===== src/rtl/asc_pkg.sv =====
`timescale 1ns / 1ps
`default_nettype none
// ----------------------------------------------------------------------------
// Aliquot sum classifier package
// Shared widths, codes, state encoding and the command and status bundles
// passed between the controller and the datapath.
// ----------------------------------------------------------------------------
package asc_pkg;

    // Width of the number field on the input word.
    localparam int NUMBER_W        = 16;
    // Widths of the result fields.
    localparam int SUM_W           = 18;
    localparam int CLASS_W         = 2;
    // Word widths on the two stream ports, padded to whole bytes.
    localparam int S_TDATA_W       = 16;
    localparam int M_TDATA_W       = 24;
    // Bit positions of the result fields in the output word.
    localparam int SUM_LSB         = 0;
    localparam int CLASS_LSB       = SUM_LSB + SUM_W;
    localparam int PAD_LSB         = CLASS_LSB + CLASS_W;
    // Default working width of the number.
    localparam int VALUE_BITS_DEF  = 16;

    typedef enum logic [CLASS_W-1:0] {
        CLASS_DEFICIENT = 2'd0,
        CLASS_PERFECT   = 2'd1,
        CLASS_ABUNDANT  = 2'd2
    } class_t;

    typedef enum logic [1:0] {
        ST_IDLE,
        ST_SETUP,
        ST_DIVIDE,
        ST_FINISH
    } state_t;

    // Commands from the controller to the datapath.
    typedef struct packed {
        logic load;      // capture a new number and clear the running sum
        logic start;     // prime the remainder unit for the first candidate
        logic run;       // advance the remainder unit by one quotient bit
        logic out_load;  // copy the finished result into the output register
    } ctrl_cmd_t;

    // Status from the datapath to the controller.
    typedef struct packed {
        logic half_zero; // no candidate to try (number is zero or one)
        logic step_done; // remainder for the current candidate is complete
        logic cand_last; // current candidate is the last one, number / 2
    } dp_status_t;

endpackage
`default_nettype wire


===== src/rtl/asc_rem.sv =====
`timescale 1ns / 1ps
`default_nettype none
// ----------------------------------------------------------------------------
// Aliquot sum classifier: remainder unit
// Restoring division, one quotient bit per run cycle, reporting whether the
// divisor leaves a zero remainder. Re-arms itself at the end of each division.
// ----------------------------------------------------------------------------
module asc_rem #(
    parameter int NB = 16
) (
    input  wire logic          aclk,
    input  wire logic          start,
    input  wire logic          run,
    input  wire logic [NB-1:0] dividend,
    input  wire logic [NB-1:0] divisor,
    output logic               done,
    output logic               rem_zero
);

    localparam int CW = $clog2(NB);

    logic [NB-1:0] rem_reg;
    logic [NB-1:0] dvd_reg;
    logic [CW-1:0] cnt_reg;

    logic [NB:0]   shifted;
    logic [NB+1:0] diff;
    logic [NB-1:0] rem_step;

    always_comb begin
        shifted  = {rem_reg, dvd_reg[NB-1]};
        diff     = {1'b0, shifted} - {2'b00, divisor};
        // A borrow means the divisor did not fit; keep the shifted remainder.
        rem_step = diff[NB+1] ? shifted[NB-1:0] : diff[NB-1:0];
        done     = run && (cnt_reg == CW'(NB - 1));
        rem_zero = (rem_step == '0);
    end

    always_ff @(posedge aclk) begin
        if (start || done) begin
            rem_reg <= '0;
            dvd_reg <= dividend;
            cnt_reg <= '0;
        end else if (run) begin
            rem_reg <= rem_step;
            dvd_reg <= {dvd_reg[NB-2:0], 1'b0};
            cnt_reg <= cnt_reg + 1'b1;
        end
    end

endmodule
`default_nettype wire


===== src/rtl/asc_dp.sv =====
`timescale 1ns / 1ps
`default_nettype none
// ----------------------------------------------------------------------------
// Aliquot sum classifier: datapath
// Holds the number, the trial candidate and the running sum, drives the
// remainder unit and keeps the output result register.
// ----------------------------------------------------------------------------
module asc_dp #(
    parameter int NB = 16
) (
    input  wire logic                         aclk,
    input  wire asc_pkg::ctrl_cmd_t           cmd,
    input  wire logic [asc_pkg::NUMBER_W-1:0] number,
    output asc_pkg::dp_status_t               status,
    output logic [asc_pkg::SUM_W-1:0]         divisor_sum,
    output asc_pkg::class_t                   number_class
);

    // The proper divisor sum stays below four times the number in range.
    localparam int WSUM = NB + 2;

    logic [NB-1:0]   n_reg;
    logic [NB-2:0]   cand_reg;
    logic [WSUM-1:0] sum_reg;
    logic [asc_pkg::SUM_W-1:0] out_sum_reg;
    asc_pkg::class_t           out_class_reg;

    logic [NB-2:0]   half;
    logic            rem_done;
    logic            rem_zero;
    logic [WSUM-1:0] n_ext;
    asc_pkg::class_t cls;

    asc_rem #(
        .NB       (NB)
    ) u_rem (
        .aclk     (aclk),
        .start    (cmd.start),
        .run      (cmd.run),
        .dividend (n_reg),
        .divisor  ({1'b0, cand_reg}),
        .done     (rem_done),
        .rem_zero (rem_zero)
    );

    always_comb begin
        half             = n_reg[NB-1:1];
        n_ext            = WSUM'(n_reg);
        status.half_zero = (half == '0);
        status.step_done = rem_done;
        status.cand_last = (cand_reg == half);
        if (sum_reg < n_ext) begin
            cls = asc_pkg::CLASS_DEFICIENT;
        end else if (sum_reg == n_ext) begin
            cls = asc_pkg::CLASS_PERFECT;
        end else begin
            cls = asc_pkg::CLASS_ABUNDANT;
        end
    end

    always_ff @(posedge aclk) begin
        if (cmd.load) begin
            n_reg    <= number[NB-1:0];
            cand_reg <= (NB-1)'(1);
            sum_reg  <= '0;
        end else if (cmd.run && rem_done) begin
            if (rem_zero) begin
                sum_reg <= sum_reg + WSUM'(cand_reg);
            end
            cand_reg <= cand_reg + 1'b1;
        end
        if (cmd.out_load) begin
            out_sum_reg   <= asc_pkg::SUM_W'(sum_reg);
            out_class_reg <= cls;
        end
    end

    assign divisor_sum  = out_sum_reg;
    assign number_class = out_class_reg;

endmodule
`default_nettype wire


===== src/rtl/asc_ctrl.sv =====
`timescale 1ns / 1ps
`default_nettype none
// ----------------------------------------------------------------------------
// Aliquot sum classifier: controller
// Sequences one number through setup, the trial divisions and the hand-over
// to the output register, and owns the handshake flags of both ports.
// ----------------------------------------------------------------------------
module asc_ctrl (
    input  wire logic                aclk,
    input  wire logic                aresetn,
    input  wire logic                s_tvalid,
    output logic                     s_tready,
    output logic                     m_tvalid,
    input  wire logic                m_tready,
    input  wire asc_pkg::dp_status_t status,
    output asc_pkg::ctrl_cmd_t       cmd
);

    asc_pkg::state_t state_reg;
    asc_pkg::state_t state_next;
    logic            out_valid_reg;
    logic            out_valid_next;
    logic            out_free;

    assign out_free = !out_valid_reg || m_tready;

    always_comb begin
        state_next = state_reg;
        case (state_reg)
            asc_pkg::ST_IDLE: begin
                if (s_tvalid) begin
                    state_next = asc_pkg::ST_SETUP;
                end
            end
            asc_pkg::ST_SETUP: begin
                state_next = status.half_zero ? asc_pkg::ST_FINISH : asc_pkg::ST_DIVIDE;
            end
            asc_pkg::ST_DIVIDE: begin
                if (status.step_done && status.cand_last) begin
                    state_next = asc_pkg::ST_FINISH;
                end
            end
            asc_pkg::ST_FINISH: begin
                if (out_free) begin
                    state_next = asc_pkg::ST_IDLE;
                end
            end
            default: begin
                state_next = asc_pkg::ST_IDLE;
            end
        endcase
    end

    always_comb begin
        s_tready     = 1'b0;
        cmd.load     = 1'b0;
        cmd.start    = 1'b0;
        cmd.run      = 1'b0;
        cmd.out_load = 1'b0;
        case (state_reg)
            asc_pkg::ST_IDLE: begin
                s_tready = 1'b1;
                cmd.load = s_tvalid;
            end
            asc_pkg::ST_SETUP: begin
                cmd.start = 1'b1;
            end
            asc_pkg::ST_DIVIDE: begin
                cmd.run = 1'b1;
            end
            asc_pkg::ST_FINISH: begin
                cmd.out_load = out_free;
            end
            default: begin
                s_tready = 1'b0;
            end
        endcase
        if (cmd.out_load) begin
            out_valid_next = 1'b1;
        end else if (m_tready) begin
            out_valid_next = 1'b0;
        end else begin
            out_valid_next = out_valid_reg;
        end
    end

    always_ff @(posedge aclk) begin
        if (!aresetn) begin
            state_reg     <= asc_pkg::ST_IDLE;
            out_valid_reg <= 1'b0;
        end else begin
            state_reg     <= state_next;
            out_valid_reg <= out_valid_next;
        end
    end

    assign m_tvalid = out_valid_reg;

endmodule
`default_nettype wire


===== src/rtl/aliquot_sum_classifier.sv =====
`timescale 1ns / 1ps
`default_nettype none
// ----------------------------------------------------------------------------
// Aliquot sum classifier
// Sums the proper divisors of a number by trial division and classifies the
// number as deficient, perfect or abundant.
// ----------------------------------------------------------------------------
// Each input word carries one number; only its low VALUE_BITS bits (at most
// sixteen) are used. The block tries every candidate from 1 to number / 2
// and adds those that divide evenly; each trial is a restoring division that
// produces one quotient bit per cycle; zero and one skip the trial divisions.
// The block works on one number at a time and is ready again as soon as its
// result has moved into the output register, so a result still waiting on
// m_tready does not hold up the next number. Zero gives a sum of zero and the
// class perfect; one gives a sum of zero and the class deficient.
// ----------------------------------------------------------------------------
module aliquot_sum_classifier #(
    parameter int VALUE_BITS = asc_pkg::VALUE_BITS_DEF
) (
    input  wire logic                          aclk,
    input  wire logic                          aresetn,
    // Input stream.
    input  wire logic                          s_tvalid,
    output logic                               s_tready,
    input  wire logic [asc_pkg::S_TDATA_W-1:0] s_tdata,   // [15:0] number
    // Result stream.
    output logic                               m_tvalid,
    input  wire logic                          m_tready,
    output logic [asc_pkg::M_TDATA_W-1:0]      m_tdata    // [17:0] divisor_sum,
                                                          // [19:18] number_class,
                                                          // [23:20] zero
);

    // The number field is sixteen bits wide, so wider settings work at sixteen.
    localparam int NB = (VALUE_BITS < asc_pkg::NUMBER_W) ? VALUE_BITS : asc_pkg::NUMBER_W;

    asc_pkg::ctrl_cmd_t        cmd;
    asc_pkg::dp_status_t       status;
    logic [asc_pkg::SUM_W-1:0] divisor_sum;
    asc_pkg::class_t           number_class;

    asc_ctrl u_ctrl (
        .aclk     (aclk),
        .aresetn  (aresetn),
        .s_tvalid (s_tvalid),
        .s_tready (s_tready),
        .m_tvalid (m_tvalid),
        .m_tready (m_tready),
        .status   (status),
        .cmd      (cmd)
    );

    asc_dp #(
        .NB           (NB)
    ) u_dp (
        .aclk         (aclk),
        .cmd          (cmd),
        .number       (s_tdata[asc_pkg::NUMBER_W-1:0]),
        .status       (status),
        .divisor_sum  (divisor_sum),
        .number_class (number_class)
    );

    // Fields packed from the lowest bit up, padding bits held at zero.
    assign m_tdata = asc_pkg::M_TDATA_W'({number_class, divisor_sum});

endmodule
`default_nettype wire


===== config.mk =====
export PLATFORM = sky130hd
export DESIGN_NAME = aliquot_sum_classifier
export DESIGN_NICKNAME = d
export VERILOG_FILES = /design/src/rtl/asc_pkg.sv /design/src/rtl/asc_rem.sv /design/src/rtl/asc_dp.sv /design/src/rtl/asc_ctrl.sv /design/src/rtl/aliquot_sum_classifier.sv
export SDC_FILE = /design/constraint.sdc
export NUM_CORES = 1
export LEC_CHECK = 0
export BUFFER_PORTS_ARGS = -buffer_cell sky130_fd_sc_hd__buf_4
export CORE_MARGIN = 2
export CORE_UTILIZATION = 45
export DETAILED_ROUTE_END_ITERATION = 8
export PLACE_DENSITY = 0.65
export SLEW_MARGIN = 10
export SYNTH_ARGS = -nofsm -noshare
export SYNTH_HDL_FRONTEND = slang
export SYNTH_SLANG_ARGS = --single-unit

===== constraint.sdc =====
create_clock -name aclk -period 3 [get_ports aclk]
set_input_delay 0.3 -clock aclk [delete_from_list [all_inputs] [get_ports aclk]]
set_output_delay 0.3 -clock aclk [all_outputs]
set_load 0.02 [all_outputs]

Yosys cells after proc, flatten, opt, wreduce, memory -nomap -nowiden
Index checks and enable logic that the tools add are counted.

$add $sub $neg: 4. $lt $le $gt $ge: 1. Equal/unequal tests: 9. Muxes and demuxes: 16. Reductions and logical operators: 13.

Operators with widths (number): 16-bit 2-to-1 mux (3); 18-bit by 15-bit adder with 18-bit output (1); 18-bit by 16-bit equality test with 1-bit output (1); 18-bit by 16-bit < comparator with 1-bit output (1); 17-bit by 15-bit subtractor with 18-bit output (1); 16-bit logical NOT (1); 15-bit by 1-bit adder with 15-bit output, second input constant (1); 15-bit equality test (1); 15-bit logical NOT (1); 1-bit 2-to-1 mux (8); 2-bit 2-to-1 mux (4); 2-bit case mux with 4 select lines (1); 4-bit by 1-bit adder with 4-bit output, second input constant (1); 2-bit equality test, second input constant (2); 4-bit equality test, second input constant (1); 2-bit by 1-bit inequality test with 1-bit output, second input constant (2); 2-bit nonzero test (2); 1-bit logical AND (3); 3-bit AND reduction (1); 2-bit by 1-bit equality test with 1-bit output, second input constant (1); 2-bit logical NOT (1); 1-bit logical OR (2); 2-bit inequality test, second input constant (1); 2-bit AND reduction (1); 1-bit logical NOT (1).

Flip-flop bits (word level): 108. Bits of input ports: 20. Output and inout bits: 26. Logic and storage cells: 53.

Depth between registers and ports, before layout
Gate-level depths: netlist of the first run.

Depth after elaboration: 6. Gate-level depth with buffers: 14. Depth with buffers taken out: 12.

By module
Synthesis of the first run repeated with hierarchy kept, for this count alone.

Cell total of the unflattened synthesis: 722. Area total of the unflattened synthesis: 6648.9 um^2.

By module, submodules not included: asc_dp (times used 1, cells each 393, area each 3873.7 um^2, seq. area each 1741.7 um^2); asc_rem (times used 1, cells each 300, area each 2508.7 um^2, seq. area each 880.8 um^2); asc_ctrl (times used 1, cells each 24, area each 232.7 um^2, seq. area each 60.1 um^2); aliquot_sum_classifier (times used 1, cells each 5, area each 33.8 um^2, seq. area each 0.0 um^2).

Worst setup path after synthesis of the first run
Ideal clock, no wire load.

Kind: flip-flop to flip-flop. From: reg u_dp.cand_reg[2]. To: reg u_dp.sum_reg[15]. Library setup time: 0.116 ns. Arrival time: 3.013 ns. Required time: 2.884 ns. Slack: -0.129 ns. Stages on the path, launching flop included: 12. Path buffers: 0. Clock period less this slack: 3.129 ns. Cells stage by stage: dfxtp_1 inv_1 ha_1 o21ai_1 a21oi_2 o311a_1 o311a_1 or4b_1 a211oi_2 o211a_2 a311oi_1 a31o_2.

Word-level cells in the longest chain between the ends: 4. Elaborated cells on any way between the ends: 5. Those cells by class: 2 x add/sub; 1 x mux; 2 x reduce/logical.

Ends and longest elaborated chain: from (decl) (RTL line asc_dp.sv:23) `logic [NB-2:0] cand_reg;`; from (signal assigned) (RTL line asc_dp.sv:64) `cand_reg <= (NB-1)'(1);`; from (signal assigned) (RTL line asc_dp.sv:70) `cand_reg <= cand_reg + 1'b1;`; 17-bit by 15-bit subtractor with 18-bit output (RTL line asc_rem.sv:32) `diff = {1'b0, shifted} - {2'b00, divisor};`; 16-bit 2-to-1 mux (RTL line asc_rem.sv:34) `rem_step = diff[NB+1] ? shifted[NB-1:0] : diff[NB-1:0];`; 16-bit logical NOT (RTL line asc_rem.sv:36) `rem_zero = (rem_step == '0);`; 2-bit AND reduction (no line); to (signal assigned) (RTL line asc_dp.sv:68) `sum_reg <= sum_reg + WSUM'(cand_reg);`; to (decl) (RTL line asc_dp.sv:24) `logic [WSUM-1:0] sum_reg;`.

Parallel ways exist; a longest one is shown, timed or not. A chain may end at the register's enable or synchronous reset.

Final worst setup path of the first run
From: reg u_dp.u_rem.dvd_reg[15]. To: reg u_dp.sum_reg[13].

Word-level cells in the longest chain between the ends: 4.

Ends and longest elaborated chain: from (decl) (RTL line asc_rem.sv:23) `logic [NB-1:0] dvd_reg;`; from (signal assigned) (RTL line asc_rem.sv:42) `dvd_reg <= dividend;`; from (signal assigned) (RTL line asc_rem.sv:46) `dvd_reg <= {dvd_reg[NB-2:0], 1'b0};`; 17-bit by 15-bit subtractor with 18-bit output (RTL line asc_rem.sv:32); 16-bit 2-to-1 mux * (RTL line asc_rem.sv:34); 16-bit logical NOT * (RTL line asc_rem.sv:36); 2-bit AND reduction (no line) *.

Mark *: on every way between the ends. The rest lies on a longest branch, timed or not.

==> results of run 1 <==
layout make-up:
cell class,instances,area share (%)
sequential,108,32.26
inverter,46,2.071
multi-input combinational,527,45.95
clock buffer,9,2.701
timing repair buffer,144,13.45
clock inverter,7,0.8703
tap,180,2.701
what timing repair did:
action,CTS,global route
endpoints found under the hold margin,0,0
pin swaps,17,11
setup buffers,5,5
gates cloned,1,1
endpoints found under the setup margin,18,18
resized for setup,54,26
metrics by stage:
step | cells | power [mW] | setup slack [ns] | instance area [sq um]
after floorplan | 704 | 4.514 | 0.01740 | 6484
after global placement | 993 | 5.968 | -0.2173 | 7625
after detailed placement | 993 | 6.065 | -0.2988 | 7625
after CTS | 1015 | 7.681 | -0.07466 | 8183
after global routing | 1021 | 8.479 | -0.2359 | 8338
final | 1021 | 8.011 | -0.1439 | 8338
power by group through the flow:
stage,logic [mW],registers [mW],clock network (mW)
2_1_floorplan,2.33,2.18,0
4_1_cts,4.30,2.15,1.23
6_report,4.64,2.15,1.21
5_1_grt,5.01,2.19,1.28
3_3_place_gp,3.80,2.16,0
3_5_place_dp,3.89,2.17,0
logic make-up (layout without fill, tap and decap cells):
logic type | count (synthesis) | in the layout | share of synthesized area (%)
mux | 4 | 4 | 0.6219
flops | 108 | 108 | 41.66
xor+xnor | 54 | 54 | 7.346
buf+inv | 71 | 206 | 4.489
fa+ha+maj | 54 | 54 | 10.73
compound gates | 171 | 173 | 17.18
simple gates | 238 | 238 | 17.92
other cells | 1 | 4 | 0.05824
layer usage:
layer	global-route usage [%]	vias up	part of all wire, %
met5	0	-	0
met4	9.517	0	2.9
met1	31.58	2745	43
met2	39.39	215	47
met3	4.167	44	6.5
li1	-	2800	-
worst max-delay path: stages (launching register included):
cell and delay, ns:
edfxtp_1 0.35, inv_1 0.05, ha_2 0.19, fa_2 0.38, nor2b_4 0.16, o31a_1 0.15, xor2_1 0.09, nor4_1 0.21
or4b_4 0.54, a211oi_4 0.27, buf_4 0.18, o211ai_2 0.18, o21ai_1 0.21, a21oi_1 0.08
Yosys cell counts (7+ instances only):
master    instances
a21o_1           11
a21oi_1          46
a311oi_1          9
a31oi_1           7
clkbuf_1         15
dfxtp_1          56
edfxtp_1         52
ha_1             52
inv_1            46
nand2_1          70
nand3_1          18
nand4_1          11
nor2_1           57
nor2b_1          12
nor3_1           17
nor4_1           10
o21a_1            9
o21ai_0          51
or2_2             7
or3_1             9
xnor2_1          34
xor2_1           20
path summary, 6_finish.rpt:
path                                from                     end  slack (ns)  depth (start not counted)
setup / recovery  u_dp.u_rem.dvd_reg[15]        u_dp.sum_reg[13]       -0.14                         13
hold / removal               s_tdata[14]          u_dp.n_reg[14]        0.11                          1
setup reg to reg  u_dp.u_rem.dvd_reg[15]        u_dp.sum_reg[13]       -0.14                         13
hold reg to reg   u_dp.u_rem.rem_reg[15]  u_dp.u_rem.rem_reg[15]        0.50                          2
==> results_dict.tcl, run 1 <==
set metrics [dict create \
    htree_levels 3 \
    vias_per_cell 5.685 \
    grt_use_total_pct 24.03 \
    intPower_mw 4.696 \
    period_share_pct 104.8 \
    tightest_slew_ns 0.7880 \
    cts_hold_buffers 0 \
    synth.area.top_cells "edfxtp_1 24%, dfxtp_1 17%, ha_1 10%" \
    cts_tree "yes" \
    synth-edff-count 52 \
    min_path_type "in2reg" \
    filler_cell_count 1188 \
    setup_viol_count_final 18 \
    power_density_nw_per_um2 960.7 \
    async_flop_share_pct 0 \
    failed_checks "negative setup slack" \
    start_kind "flop" \
    root_buffer "clkbuf_16" \
    synth.avg_cell_area_sq_um 9.185 \
    antenna_left 0 \
    crit_arrival_ns 3.38 \
    grt_max_degree 49 \
    first_pass_iters 5 \
    diodes 0 \
    fin_util_pct 59.84 \
    antenna_found_initial 0 \
    maxSlewHeadroom_pct 47.47 \
    port-buffer-count 41 \
    seq_area_sq_um 2690 \
    grt_pass1_vias 5521 \
    nNetsFinal 910 \
    fin_hold_ws_ns 0.1102 \
    clkSinkCount 108 \
    clkTransAtPathRegs_ns 0.07 \
    drv_cap 0 \
    die_h_microns 123.6 \
    die_x_microns 123.6 \
    fmax_mhz 318.1 \
    p_sw_share_pct 41.38 \
    dieArea_sq_um 15280 \
    drive_gt1_share_pct 27.35 \
    synth_ff_type "dfxtp_1" \
    rows 43 \
    vias 5804 \
    syn_inst 701 \
    syn-cell-area_sq_um 6439 \
    area.growth.synth_to_final_pct 29.50 \
    final-hold-violation-count 0 \
    status "finished with violations" \
    power_frac_comb_pct 57.9 \
    boundaryPins 46 \
    drt_iter0_drc 523 \
    rsz0062_at_grt "yes" \
    setup_slack_ns -0.1439 \
    ir_drop_v 0.0006203 \
    setup_tns_ns -1.764 \
    pwr-share-seq_pct 26.9 \
    dp_hpwl_microns 13480 \
    switchingPower_mw 3.314 \
    yosysTopAreaCell "edfxtp_1" \
    ys_warn_count 0 \
    synth_top_area_share_pct 24.25 \
    critPathRequiredTime_ns 3.23 \
    crit_type "reg2reg" \
    cts_buffers 9 \
    gp_congestion 0.9373 \
    cts_max_path_buffers 2 \
    core_sq_um 13930 \
    insertion_delay_ns 0.36 \
    ys_types 64 \
    grt_remaining_overflow 0 \
    finalClockSkew_ns 0.01126 \
    ys_seq_area_share_pct 41.66 \
    crit_fanout 6 \
    period_minus_slack_ns 3.144 \
    grt_pass1_wl_microns 27980 \
    post_drt_wl_per_cell_microns 17.75 \
    slew_viol_final 0 \
    clockPowerShare_pct 15.2 \
    final_common_cell "buf_4" \
    leakage_nw 3.421 \
    synth_seq_cells 108 \
    drcViolationCount 0 \
    layout_common_cells "138 x buf_4, 69 x nand2_1, 56 x nor2_1" \
    routed_wirelength_microns 18120 \
    multi_input_area_sq_um 3831 \
    critPathCaptureType "flop" \
    start_util_pct 46.21 \
]
No activity file was read; power rests on OpenSTA's default activity.
==> run 2, diff against run 1 <==
--- a/config.mk
+++ b/config.mk
@@ -10,6 +10,7 @@
 export CORE_UTILIZATION = 45
 export DETAILED_ROUTE_END_ITERATION = 8
 export PLACE_DENSITY = 0.65
+export SETUP_SLACK_MARGIN = 0.02
 export SLEW_MARGIN = 10
 export SYNTH_ARGS = -nofsm -noshare
 export SYNTH_HDL_FRONTEND = slang
==> run 2 against run 1 <==
Against the previous run:
- the flow still finishes with violations (negative setup slack)
- register-to-register slack about the same
- design area unchanged
- combinational power about the same
- critical path type unchanged
- critical path depth unchanged
- routed wire length about the same
- largest power group unchanged
- die area unchanged
==> results_dict.tcl, run 2 (synthesis results as in run 1) <==
set metrics [dict create \
    filler_cell_count 1188 \
    setup_tns_ns -1.764 \
    critPathCaptureType "flop" \
    root_buffer "clkbuf_16" \
    layout_common_cells "138 x buf_4, 69 x nand2_1, 56 x nor2_1" \
    vias 5806 \
    max_stage_delay_ns 0.54 \
    switchingPower_mw 3.314 \
    clkSinkCount 108 \
    min_path_type "in2reg" \
    fin_hold_ws_ns 0.1102 \
    finalPower_mw 8.010 \
    setup_slack_ns -0.1439 \
    crit_type "reg2reg" \
    antenna_left 0 \
    clockPowerShare_pct 15.2 \
    grt_pass1_vias 5519 \
    die_h_microns 123.6 \
    drive_gt1_share_pct 27.35 \
    first_pass_iters 5 \
    htree_levels 3 \
    path_cells "inv_1, ha_2, fa_2, nor2b_4, o31a_1, xor2_1, nor4_1, or4b_4, a211oi_4, buf_4, o211ai_2, o21ai_1, a21oi_1" \
    diodes 0 \
    port-buffer-count 41 \
    tightest_slew_ns 0.7880 \
    clkTransAtPathRegs_ns 0.07 \
    final-hold-violation-count 0 \
    cts_max_path_buffers 2 \
    pwr-share-seq_pct 26.9 \
    drcViolationCount 0 \
    critPathRequiredTime_ns 3.23 \
    grt_pass1_wl_microns 27980 \
    ir_drop_v 0.0006203 \
    boundaryPins 46 \
    grt_remaining_overflow 0 \
    routed_wirelength_microns 18120 \
    cts_tree "yes" \
    grt_max_degree 49 \
    leakage_nw 3.421 \
    dieArea_sq_um 15280 \
    multi_input_area_sq_um 3831 \
    dp_hpwl_microns 13480 \
    rsz0062_at_grt "yes" \
    finalClockSkew_ns 0.01126 \
    core_sq_um 13930 \
    fmax_mhz 318.1 \
    insertion_delay_ns 0.36 \
    die_x_microns 123.6 \
    rows 43 \
    gp_congestion 0.9373 \
    cts_hold_buffers 0 \
    slew_viol_final 0 \
    antenna_found_initial 0 \
    setup_viol_count_final 18 \
    failed_checks "negative setup slack" \
    grt_use_total_pct 24.03 \
    power_frac_comb_pct 57.9 \
    start_kind "flop" \
    reg2reg_slack_ns -0.14 \
    crit_fanout 6 \
    drv_cap 0 \
    period_minus_slack_ns 3.144 \
    drt_iter0_drc 526 \
    area.growth.synth_to_final_pct 29.50 \
    vias_per_cell 5.687 \
    post_drt_wl_per_cell_microns 17.75 \
    status "finished with violations" \
    seq_area_sq_um 2690 \
    intPower_mw 4.696 \
    power_density_nw_per_um2 960.7 \
    period_share_pct 104.8 \
    cts_buffers 9 \
    start_util_pct 46.21 \
    maxSlewHeadroom_pct 47.47 \
    crit_arrival_ns 3.38 \
    slowest_stage "or4b_4" \
    final_common_cell "buf_4" \
    nNetsFinal 910 \
    p_sw_share_pct 41.38 \
]
## run 2: cell counts in the layout (fill, tap and decap cells not counted)
Identical to the previous run, type by type.
## run 2: final timing paths
kind,start,endpoint,cells after the start
max,u_dp.u_rem.dvd_reg[15],u_dp.sum_reg[13],13
max reg2reg,u_dp.u_rem.dvd_reg[15],u_dp.sum_reg[13],13
min,s_tdata[14],u_dp.n_reg[14],1
min reg2reg,u_dp.u_rem.rem_reg[15],u_dp.u_rem.rem_reg[15],2
## run 2: through the flow
step / util [%] / instance area [sq um] / worst slack (ns) / std cells
finish: 59.84 / 8338 / -0.1439 / 1021
global route: 59.84 / 8338 / -0.2359 / 1021
CTS: 58.72 / 8183 / -0.07466 / 1015
detailed placement: 54.72 / 7625 / -0.2988 / 993
global placement: 54.72 / 7625 / -0.2173 / 993
floorplan: - / 6484 / 0.01740 / 704
## run 2: power by group through the flow
stage	Sequential [mW]	Combinational [mW]	Clock, mW
final	2.15	4.64	1.21
after detailed placement	2.17	3.89	0
after floorplan	2.18	2.33	0
after CTS	2.15	4.30	1.23
after global placement	2.16	3.80	0
after global routing	2.19	5.01	1.28
## run 2: critical path: cells and delay by family, from the launching register on
family / cells / cell delay [ns]
xor gates and xnor gates: 1 / 0.09
buffers and inverters: 2 / 0.23
adders and majority gates: 2 / 0.57
DFF: 1 / 0.35
and+or+nand+nor: 3 / 0.91
AOI/OAI and AO/OA: 5 / 0.89
## run 2: area by class of cell
| type | instances | share of cell area (%) |
|---|---|---|
| clock buffers | 9 | 2.701 |
| clock inverters | 7 | 0.8703 |
| inverters | 46 | 2.071 |
| multi-input cells | 527 | 45.95 |
| flip-flops and latches | 108 | 32.26 |
| well taps | 180 | 2.701 |
| repair buffers | 144 | 13.45 |
## run 2: per-layer routing
layer,up-vias,track usage [%],part of all wire [%]
met4,0,9.517,2.9
met2,213,39.39,47
li1,2800,-,-
met1,2749,31.58,44
met3,44,4.167,6.5
met5,-,0,0
## run 2: timing repair
item	CTS	global route
gates cloned	1	1
buffers inserted	5	5
gates resized for setup	54	26
pin swaps	17	11
setup endpoints to repair	18	18
==> run 3, diff against run 2 <==
--- a/config.mk
+++ b/config.mk
@@ -5,11 +5,15 @@
 export SDC_FILE = /design/constraint.sdc
 export NUM_CORES = 1
 export LEC_CHECK = 0
+export ABC_CLOCK_PERIOD_IN_PS = 3000
 export BUFFER_PORTS_ARGS = -buffer_cell sky130_fd_sc_hd__buf_4
+export CELL_PAD_IN_SITES_DETAIL_PLACEMENT = 1
+export CELL_PAD_IN_SITES_GLOBAL_PLACEMENT = 1
 export CORE_MARGIN = 2
-export CORE_UTILIZATION = 45
+export CORE_UTILIZATION = 43
 export DETAILED_ROUTE_END_ITERATION = 8
-export PLACE_DENSITY = 0.65
+export PLACE_DENSITY = 0.77
+export REMOVE_ABC_BUFFERS = 1
 export SETUP_SLACK_MARGIN = 0.02
 export SLEW_MARGIN = 10
 export SYNTH_ARGS = -nofsm -noshare
==> run 3 against run 2 <==
Against the previous run:
- the flow still finishes with violations (negative setup slack)
- worst hold slack got worse by 0.014 ns
- clock skew rose by 0.0020 ns
- total power rose by 14%
- clock power rose by 17%
- cell count rose by 2.4%
- sequential power rose by 2%
- largest power group unchanged
==> results_dict.tcl, run 3 (synthesis results as in run 1) <==
set metrics [dict create \
    setup_viol_count_final 19 \
    vias 6442 \
    dpl.cell_count 1012 \
    insertion_delay_ns 0.38 \
    final_common_cell "buf_4" \
    hp-start "s_tdata[3]" \
    power_density_nw_per_um2 1049 \
    crit_fanout 7 \
    area.growth.synth_to_final_pct 34.80 \
    fin_cells 1045 \
    cp-endpoint "u_dp.sum_reg[13]" \
    filler_cell_count 1619 \
    grt_remaining_overflow 0 \
    routed_wirelength_microns 25770 \
    drv_cap 0 \
    die_h_microns 126.4 \
    boundaryPins 46 \
    drive_gt1_share_pct 30.89 \
    r2r_end "u_dp.sum_reg[13]" \
    htree_levels 3 \
    r2r_cells 15 \
    antenna_left 0 \
    crit_type "reg2reg" \
    antenna_found_initial 0 \
    vias_per_cell 6.165 \
    clkSinkCount 108 \
    drcViolationCount 0 \
    tightest_slew_ns 0.7765 \
    root_buffer "clkbuf_16" \
    period_minus_slack_ns 3.389 \
    start_util_pct 44.13 \
    seq_area_sq_um 2685 \
    multi_input_area_sq_um 3974 \
    drt_iter0_drc 400 \
    grt_pass1_wl_microns 36960 \
    dp_hpwl_microns 16910 \
    grt_use_total_pct 29.63 \
    die_x_microns 126.4 \
    gp_congestion 0.9459 \
    finalClockSkew_ns 0.01321 \
    ir_drop_v 0.0006665 \
    core_sq_um 14590 \
    critPathLaunch "u_dp.u_rem.dvd_reg[15]" \
    dieArea_sq_um 15970 \
    leakage_nw 3.562 \
    place_ws_ns -0.4068 \
    period_share_pct 113.0 \
    final-hold-violation-count 0 \
    diodes 0 \
    reg2reg_slack_ns -0.39 \
    slew_viol_final 0 \
    first_pass_iters 6 \
    rr_startpoint "u_dp.u_rem.dvd_reg[15]" \
    port-buffer-count 41 \
    min_path_type "in2reg" \
    layout_common_cells "154 x buf_4, 70 x nand2_1, 54 x dfxtp_1" \
    grt_max_degree 35 \
    critPathRequiredTime_ns 3.30 \
    crit_arrival_ns 3.68 \
    start_kind "flop" \
    maxSlewHeadroom_pct 48.24 \
    rows 44 \
    fmax_mhz 295.1 \
    nNetsFinal 930 \
    rsz0062_at_grt "yes" \
    cts_max_path_buffers 2 \
    critPathCaptureType "flop" \
    setup_slack_ns -0.3890 \
    clkTransAtPathRegs_ns 0.08 \
    cts_buffers 9 \
    status "finished with violations" \
    failed_checks "negative setup slack" \
    grt_pass1_vias 6827 \
    post_drt_wl_per_cell_microns 24.66 \
    cts_tree "yes" \
]
[run 3: cell types whose count changed in the layout (fill, tap and decap cells not counted), sizes merged]
cell / delta
clkinvlp: +1
clkbuf: +1
clkinv: -2
inv: -2
buf: +20
bufinv: +2
[run 3: worst max-delay path, cell delays in order (launching register included)]
cell	delay, ns
edfxtp_1	0.37
inv_1	0.07
ha_2	0.21
fa_2	0.37
nor2b_4	0.17
o2111ai_4	0.16
nand3_4	0.15
a21oi_4	0.07
xnor2_2	0.16
o41a_1	0.47
buf_4	0.19
a311oi_4	0.30
buf_6	0.20
buf_4	0.14
nand3_1	0.12
a21oi_2	0.17
[run 3: routing by layer]
layer	track usage (%)	vias up	share of wire [%]
met5	0	-	0
met4	15.13	0	6.4
met3	4.935	105	5.5
met2	53.44	284	52
met1	33.64	3217	36
li1	-	2836	-
[run 3: per-stage QoR]
stage / power, mW / hold slack, ns / util [%] / setup TNS, ns / area, sq um
after CTS: 8.147 / 0.09839 / 56.60 / -3.591 / 8258
after global routing: 9.545 / 0.09190 / 59.49 / -7.365 / 8680
after detailed placement: 6.280 / 0.4793 / 52.78 / -6.281 / 7700
final: 9.108 / 0.09666 / 59.49 / -5.604 / 8680
after floorplan: 4.402 / 0.3989 / - / -6.182 / 6334
after global placement: 6.035 / 0.4793 / 52.78 / -3.305 / 7700
[run 3: area by class of cell]
cell class | count | area share, %
sequential | 108 | 30.94
tap | 184 | 2.652
clock buffer | 10 | 2.638
timing repair buffer | 164 | 14.72
inverter | 46 | 1.989
clock inverter | 6 | 1.283
multi-input combinational | 527 | 45.78
[run 3: what timing repair did]
action                     CTS  global route
resized for setup           36            76
setup endpoints to repair   19            21
hold buffers                 0             0
gates cloned                 2             0
pin swaps                   19            38
buffers inserted             5            11
[run 3: worst min-delay path by stage]
stage | depth (start not counted) | slack (ns) | end
2_1_floorplan | 0 | 0.40 | u_dp.n_reg[0]
3_3_place_gp | 1 | 0.48 | u_dp.n_reg[5]
3_5_place_dp | 1 | 0.48 | u_dp.n_reg[1]
4_1_cts | 1 | 0.1 | u_dp.n_reg[1]
5_1_grt | 1 | 0.09 | u_dp.n_reg[3]
6_report | 1 | 0.1 | u_dp.n_reg[3]
[run 3: power by group]
part           switching [mW]  total [mW]  internal (mW)
clock                   0.596        1.42          0.819
sequential              0.223        2.19           1.97
combinational            3.13        5.50           2.37
